File: src/utf8d_pkg.sv
`default_nettype none

package utf8d_pkg;

  // Longest sequence the decoder accepts (4 to 6)
  localparam int MAX_SEQUENCE_BYTES = 6;

  // One lane per byte that can follow the lead byte in the window
  localparam int NUM_LANES = 5;

  localparam logic [7:0] CONT_MASK   = 8'hC0;
  localparam logic [7:0] CONT_MARK   = 8'h80;
  localparam logic [7:0] LEAD_MIN    = 8'hC0;

  typedef struct packed {
    logic [7:0] lead_byte;
    logic [7:0] next_byte_1;
    logic [7:0] next_byte_2;
    logic [7:0] next_byte_3;
    logic [7:0] next_byte_4;
    logic [7:0] next_byte_5;
    logic [2:0] bytes_available;
  } item_t;

  typedef struct packed {
    logic [30:0] codepoint;
    logic [2:0]  sequence_length;
  } result_t;

  // What one lane reports on its byte
  typedef struct packed {
    logic       cont_ok;
    logic [5:0] bits;
  } lane_t;

endpackage

`default_nettype wire

File: src/utf8d_lane.sv
`default_nettype none

module utf8d_lane (
  input  wire logic [7:0]     byte_in,
  output utf8d_pkg::lane_t    lane
);
  import utf8d_pkg::*;

  // continuation byte is 10xxxxxx; carries six payload bits
  always_comb begin
    lane.cont_ok = ((byte_in & CONT_MASK) == CONT_MARK);
    lane.bits    = byte_in[5:0];
  end

endmodule

`default_nettype wire

File: src/utf8d_merge.sv
`default_nettype none

module utf8d_merge (
  input  wire logic [7:0]       lead_byte,
  input  wire logic [2:0]       bytes_available,
  input  wire utf8d_pkg::lane_t lanes [utf8d_pkg::NUM_LANES],
  output utf8d_pkg::result_t    result
);
  import utf8d_pkg::*;

  logic [2:0]  len;
  logic        len_ok;
  logic        cont_ok;
  logic        avail_ok;
  logic [30:0] value;

  // sequence length from the lead byte's run of leading ones
  always_comb begin
    len_ok = 1'b1;
    case (lead_byte) inside
      [8'hC0:8'hDF]: len = 3'd2;
      [8'hE0:8'hEF]: len = 3'd3;
      [8'hF0:8'hF7]: len = 3'd4;
      [8'hF8:8'hFB]: len = 3'd5;
      [8'hFC:8'hFD]: len = 3'd6;
      default: begin
        len    = 3'd1;
        len_ok = 1'b0;
      end
    endcase
    if (len > 3'(MAX_SEQUENCE_BYTES)) begin
      len_ok = 1'b0;
    end
  end

  // every byte the sequence needs must be a continuation byte
  always_comb begin
    cont_ok = 1'b1;
    for (int i = 0; i < NUM_LANES; i++) begin
      if ((3'(i + 1) < len) && !lanes[i].cont_ok) begin
        cont_ok = 1'b0;
      end
    end
  end

  assign avail_ok = (len <= bytes_available);

  always_comb begin
    case (len)
      3'd2: value = 31'({lead_byte[4:0], lanes[0].bits});
      3'd3: value = 31'({lead_byte[3:0], lanes[0].bits, lanes[1].bits});
      3'd4: value = 31'({lead_byte[2:0], lanes[0].bits, lanes[1].bits,
                         lanes[2].bits});
      3'd5: value = 31'({lead_byte[1:0], lanes[0].bits, lanes[1].bits,
                         lanes[2].bits, lanes[3].bits});
      3'd6: value = {lead_byte[0], lanes[0].bits, lanes[1].bits,
                     lanes[2].bits, lanes[3].bits, lanes[4].bits};
      default: value = 31'(lead_byte);
    endcase
  end

  // anything that fails falls back to the lead byte as Latin-1
  always_comb begin
    if ((lead_byte >= LEAD_MIN) && len_ok && avail_ok && cont_ok) begin
      result.codepoint       = value;
      result.sequence_length = len;
    end else begin
      result.codepoint       = 31'(lead_byte);
      result.sequence_length = 3'd1;
    end
  end

endmodule

`default_nettype wire

File: src/utf8_sequence_decoder.sv
// UTF-8 sequence decoder, six-byte window with Latin-1 fallback.
// Request channel (item_valid / item_ready / item): one window of six bytes
// starting at a sequence position, plus the count of bytes present (0..7).
// Result channel (result_valid / result_ready / result): the codepoint and
// the number of bytes consumed; the caller advances by sequence_length.
// One result per request, in request order.
// Each request passes one register after the byte lanes and one after the
// merge, which holds the result on the output.
// Throughput: one request per cycle unless stalled; all five continuation
// lanes and the merge work on a window at once, so nothing iterates.
// When the receiver stalls, a skid register takes one more result, so the
// request side can take one more request before item_ready drops; item_ready
// drops on a registered condition only.
// Reset (rst, synchronous) empties the lane stage, output and skid registers.
`default_nettype none

module utf8_sequence_decoder (
  input  wire logic               clk,
  input  wire logic               rst,
  input  wire logic               item_valid,
  output logic                    item_ready,
  input  wire utf8d_pkg::item_t   item,
  output logic                    result_valid,
  input  wire logic               result_ready,
  output utf8d_pkg::result_t      result
);
  import utf8d_pkg::*;

  logic [7:0] lane_byte [NUM_LANES];
  lane_t      lane_res  [NUM_LANES];

  // lane stage
  logic       s1_valid;
  logic [7:0] s1_lead;
  logic [2:0] s1_avail;
  lane_t      s1_lanes  [NUM_LANES];

  result_t    merged;

  logic       sk_valid;
  result_t    sk_data;
  logic       push;

  assign lane_byte[0] = item.next_byte_1;
  assign lane_byte[1] = item.next_byte_2;
  assign lane_byte[2] = item.next_byte_3;
  assign lane_byte[3] = item.next_byte_4;
  assign lane_byte[4] = item.next_byte_5;

  for (genvar g = 0; g < NUM_LANES; g++) begin : g_lane
    utf8d_lane u_lane (
      .byte_in (lane_byte[g]),
      .lane    (lane_res[g])
    );
  end

  assign push       = s1_valid && !sk_valid;
  assign item_ready = !s1_valid || !sk_valid;

  always_ff @(posedge clk) begin
    if (rst) begin
      s1_valid <= 1'b0;
    end else if (item_ready) begin
      s1_valid <= item_valid;
    end
  end

  always_ff @(posedge clk) begin
    if (item_ready && item_valid) begin
      s1_lead  <= item.lead_byte;
      s1_avail <= item.bytes_available;
      s1_lanes <= lane_res;
    end
  end

  utf8d_merge u_merge (
    .lead_byte       (s1_lead),
    .bytes_available (s1_avail),
    .lanes           (s1_lanes),
    .result          (merged)
  );

  // output register with skid
  always_ff @(posedge clk) begin
    if (rst) begin
      result_valid <= 1'b0;
      sk_valid     <= 1'b0;
    end else if (!result_valid || result_ready) begin
      if (sk_valid) begin
        result_valid <= 1'b1;
        sk_valid     <= 1'b0;
      end else begin
        result_valid <= push;
      end
    end else if (push) begin
      sk_valid <= 1'b1;
    end
  end

  always_ff @(posedge clk) begin
    if (!result_valid || result_ready) begin
      result <= sk_valid ? sk_data : merged;
    end else if (push) begin
      sk_data <= merged;
    end
  end

  // skid only fills behind a stalled output
  a_skid_behind_output: assert property (@(posedge clk) disable iff (rst)
    sk_valid |-> result_valid)
    else $error("skid register holds a request with the output empty");

  a_fallback_is_byte: assert property (@(posedge clk) disable iff (rst)
    (result_valid && result.sequence_length == 3'd1) |->
      (result.codepoint[30:8] == 23'd0))
    else $error("single-byte result wider than a byte");

  a_length_range: assert property (@(posedge clk) disable iff (rst)
    result_valid |-> (result.sequence_length >= 3'd1 &&
                      result.sequence_length <= 3'(MAX_SEQUENCE_BYTES)))
    else $error("sequence length out of range");

  a_stall_keeps_skid: assert property (@(posedge clk) disable iff (rst)
    (sk_valid && !result_ready) |=> sk_valid)
    else $error("skid request dropped while output stalled");

endmodule

`default_nettype wire

File: config.mk
export PLATFORM = sky130hd
export DESIGN_NAME = utf8_sequence_decoder
export DESIGN_NICKNAME = d
export VERILOG_FILES = /design/src/utf8d_pkg.sv /design/src/utf8d_lane.sv /design/src/utf8d_merge.sv /design/src/utf8_sequence_decoder.sv
export SDC_FILE = /design/constraint.sdc
export NUM_CORES = 1
export LEC_CHECK = 0
export BUFFER_PORTS_ARGS = -buffer_cell sky130_fd_sc_hd__buf_2
export CORE_ASPECT_RATIO = 0.6
export CORE_MARGIN = 8
export CORE_UTILIZATION = 56
export DETAILED_ROUTE_END_ITERATION = 10
export GPL_TIMING_DRIVEN = 1
export PLACE_DENSITY = 0.76
export REMOVE_ABC_BUFFERS = 1
export SYNTH_ARGS = -nofsm -noshare
export SYNTH_HDL_FRONTEND = slang
export SYNTH_HIERARCHICAL = 1
export SYNTH_SLANG_ARGS = --single-unit
File: constraint.sdc
create_clock -name clk -period 5.2 [get_ports clk]
set_input_delay 0.52 -clock clk [delete_from_list [all_inputs] [get_ports clk]]
set_output_delay 0.52 -clock clk [all_outputs]
set_load 0.05 [all_outputs]
# Word level (Yosys, flattened, before mapping)

Index checks and enable logic that the tools add are counted.

Register bits after elaboration: 117
Output and inout port bits: 36
Input bits: 55

Multiplexer cells: 20
Eq/ne operators: 10
Reductions and logical operators: 27
Bitwise logic cells: 1
$lt $le $gt $ge: 17

Operators by type and width:

| operator           | count |
|---|---|
| $pmux 31 s5        | 1 |
| $mux 34            | 2 |
| $ge 8x8->1 const B | 5 |
| $le 8x8->1 const B | 5 |
| $logic_and 1x1->1  | 15 |
| $mux 3             | 5 |
| $mux 1             | 12 |
| $eq 2x2->1 const B | 5 |
| $eq 3x3->1 const B | 3 |
| $logic_not 1->1    | 8 |
| $eq 3x2->1 const B | 2 |
| $lt 2x3->1 const A | 2 |
| $lt 3x3->1 const A | 2 |
| $gt 3x3->1 const B | 1 |
| $le 3x3->1         | 1 |
| $lt 1x3->1 const A | 1 |
| $logic_or 1x1->1   | 2 |
| $reduce_and 2->1   | 1 |
| $reduce_or 2->1    | 1 |
| $not 1->1          | 1 |

# Longest topological paths before layout

Depth after elaboration: 17
Depth in mapped cells: 14
Depth with buffers taken out: 11

# By module

Netlist, hierarchy kept.

By module, submodules not included:

| module                | sequential area each (sq um) | area each (sq um) | cells an instance | instances |
|---|---|---|---|---|
| utf8_sequence_decoder | 3483.3                       | 4011.3            | 164               | 1 |
| utf8d_merge           | 0.0                          | 1086.0            | 167               | 1 |
| utf8d_lane            | 0.0                          | 58.8              | 7                 | 5 |

# Least setup slack after synthesis

No wires, ideal clock.

Kind: register to register
Start point: reg result_valid
End point: reg sk_data[0] (netlist name), enable pin
Path buffers: 0
Stages on the path, launching flop included: 3
Required time: 4725 ps
Period minus slack after synthesis: 4648 ps
Setup time: 475 ps
Arrival: 4173 ps
Slack: 552 ps
Path through: dfxtp_1 > nand2b_1 > nor3b_1

Cells in the longest elaborated chain, start to end: 4

Ends and longest elaborated chain:

| item                              | RTL line                     | text |
|---|---|---|
| from (decl)                       | utf8_sequence_decoder.sv:23  | `output logic result_valid,` |
| from (signal assigned)            | utf8_sequence_decoder.sv:93  | `result_valid <= push;` |
| $logic_not 1->1                   | utf8_sequence_decoder.sv:101 | `if (!result_valid \|\| result_ready) begin` |
| $logic_or 1x1->1                  | utf8_sequence_decoder.sv:101 |  |
| $not 1->1 (no source line)        | --                           |  |
| $reduce_and 2->1 (no source line) | --                           |  |
| to (signal assigned)              | utf8_sequence_decoder.sv:104 | `sk_data <= merged;` |
| to (decl)                         | utf8_sequence_decoder.sv:41  | `result_t sk_data;` |

Every way passes these cells.
A chain may end at the register's enable or synchronous reset.

==> impl_results.md <==
- Worst EP required: 5.36 ns
- Register area share after synthesis: 0.646
- Ys async rst share: 0
- PwrDens: 373 nW/um^2
- Clock Sinks: 117
- Final GP Congestion: 0.884
- Final ANT Viol Nets: 0
- Post-Synthesis Cells: 366
- Worst VDD drop: 218 uV
- Yosys cell types: 43
- CP Data Arrival Time: 3.99 ns
- CTS tree: yes
- Post-CTS setup buffer count: 0
- Share of cells above drive strength 1: 0.395
- # DRC: 0
- GRT Overall Usage: 0.177
- Cell taking the most area after synthesis: edfxtp_1
- Count of final setup violators: 0
- Cts repair resizes: 0
- Period minus WS final: 3.84 ns
- Vias in the first global route: 3357
- CTS clk-pin slew, worst paths: 0.06 ns
- Final HPWL DP: 7420 microns
- ANT cells: 0
- Clock buffer depth: 2
- Synth top area cells: edfxtp_1 63%, mux2_2 5.0%, buf_4 4.5%
- Num CTS Buffers: 17
- Tightest Pin Transition: 1.10 ns
- Static Leakage: 2.44 nW
- # hold bufs at CTS: 0
- Status: finished, final reports clean
- Die W: 143 microns
- Nets: 486
- Worst Slack Setup Final: 1.36 ns
- DP Worst Slack: 1.47 ns
- RSZ-0062 raised after global routing: no
- Syn avg cell area: 14.7 sq um
- TNS Setup: 0 ns
- Main flop type after synthesis: edfxtp_1
- Initial Util: 0.582
- Reg area: 3480 sq um
- Multi-input gate area: 1510 sq um
- Number of enable flip-flop cells after synthesis: 114
- Type of origin of the critical path: flop
- # port buffers: 90
- P&R area growth vs syn: 15.0%
- Maxcap violations: 0
- Wire per inst: 19.6 microns
- CP Max Fanout: 19
- Vias per cell: 5.68
- Initial antenna violation count: 0
- Synth warnings: 6
- Vias: 3244
- Ports: 91
- DR iter-0 viols: 356
- Fillers: 661
- Endpoint type of the worst setup path: flop
- Synth top area share: 0.635
- Flops & latches, synth: 117
- Die area: 13100 sq um
- Count leader, synth: edfxtp_1
- GRT overflow: 0
- Max Slew Vio Count: 0
- Placement row count: 27
- First-pass GRT wire length: 17800 microns
- Hold Crit Class: in2reg
- Post-Route WL: 11200 microns
- Final Skew: 0.00882 ns
- Die Y: 92.0 microns
- Largest net degree at the start of global routing: 47
- Clock Latency Late Sink: 0.41 ns
- CTS Root Cell: clkbuf_16
- Syn Std Cell Area: 5390 sq um
- WS Path Type: reg2reg
- Final Hold Vio Count: 0
- Fmax: 261 MHz
- Core Footprint: 9260 sq um
- H-tree depth: 4
- Tcrit/Tclk final: 0.738
- Synth cell count leaders: 114 x edfxtp_1, 32 x buf_4, 24 x mux2_2
- Rel. slew slack: 0.266
- Detailed-router iteration count before antenna repair: 5
## flip-flops by register name, summed over array words and instances (netlist names)
signal	count
result	34
result_valid	1
s1_avail	3
s1_lanes	35
s1_lead	8
s1_valid	1
sk_data	34
sk_valid	1
## power by group
part,internal [W],switching (W)
Combinational,0.0000511,0.000102
Sequential,0.00107,0.0000280
Clock,0.000677,0.000383
## layout by cell type (no fill, tap or decap), types with 3 or more instances in the layout
cell,count
edfxtp_1,114
buf_2,90
mux2_2,24
a21oi_1,18
nor2_1,18
nand2_1,17
clkbuf_16,17
mux2_4,16
nor2b_1,14
a22oi_1,10
inv_1,9
clkbuf_1,7
a31oi_1,6
o21ai_0,6
o2bb2ai_1,6
a221o_1,6
clkinv_2,5
nor2b_4,5
and3_1,5
and2_1,4
a222oi_1,4
buf_4,3
a221oi_1,3
ha_1,3
## through the flow
step	hold slack, ns	power, W	instance area [sq um]	instances	util
2_1_floorplan	0.492	0.00121	5020	316	-
3_3_place_gp	0.509	0.00126	5670	539	0.612
3_5_place_dp	0.531	0.00127	5670	539	0.612
4_1_cts	0.264	0.00233	6200	571	0.670
5_1_grt	0.275	0.00238	6200	571	0.670
6_report	0.282	0.00231	6200	571	0.670
## area by class of cell
class	count	area share
clock buffer	26	0.0773
clock inverter	6	0.00888
inverter	9	0.00545
multi-input combinational	190	0.244
sequential	117	0.562
tap	130	0.0262
timing repair buffer	93	0.0763
## layer usage
| layer | track usage | vias to the layer above | share of wire |
|---|---|---|---|
| met3 | 0.0590 | 23 | 0.093 |
| met2 | 0.268 | 166 | 0.45 |
| met5 | 0 | - | 0 |
| met4 | 0.0880 | 0 | 0.018 |
| met1 | 0.226 | 1570 | 0.44 |
| li1 | - | 1485 | - |
## cells by family after synthesis
logic type               share of synthesized area
adder cells (fa/ha/maj)                    0.00696
flip-flops                                   0.646
AND/OR/NAND/NOR                             0.0907
AO/OA/AOI/OAI                               0.0868
multiplexers                                0.0947
buffers and inverters                       0.0747
## critical path, stage by stage, from the launching register on
cell and delay [ns]:
edfxtp_1 0.75, nand4_1 0.30, nor2_2 0.23, a21o_1 0.12
ha_1 0.24, nor2b_1 0.14, o21ai_0 0.14, a32oi_1 0.13
nor4_4 0.83, mux2_2 0.44, mux2_2 0.26
## final timing paths
kind / startpoint / endpoint / slack (ns) / cells after the start
min reg2reg: sk_data[23] / result[23] / 0.54 / 1
max: s1_lead[5] / result[8] / 1.36 / 10
min: item[4] / s1_lanes[1] / 0.28 / 1
max reg2reg: s1_lead[5] / result[8] / 1.36 / 10
(Power assumes the default switching activity.)
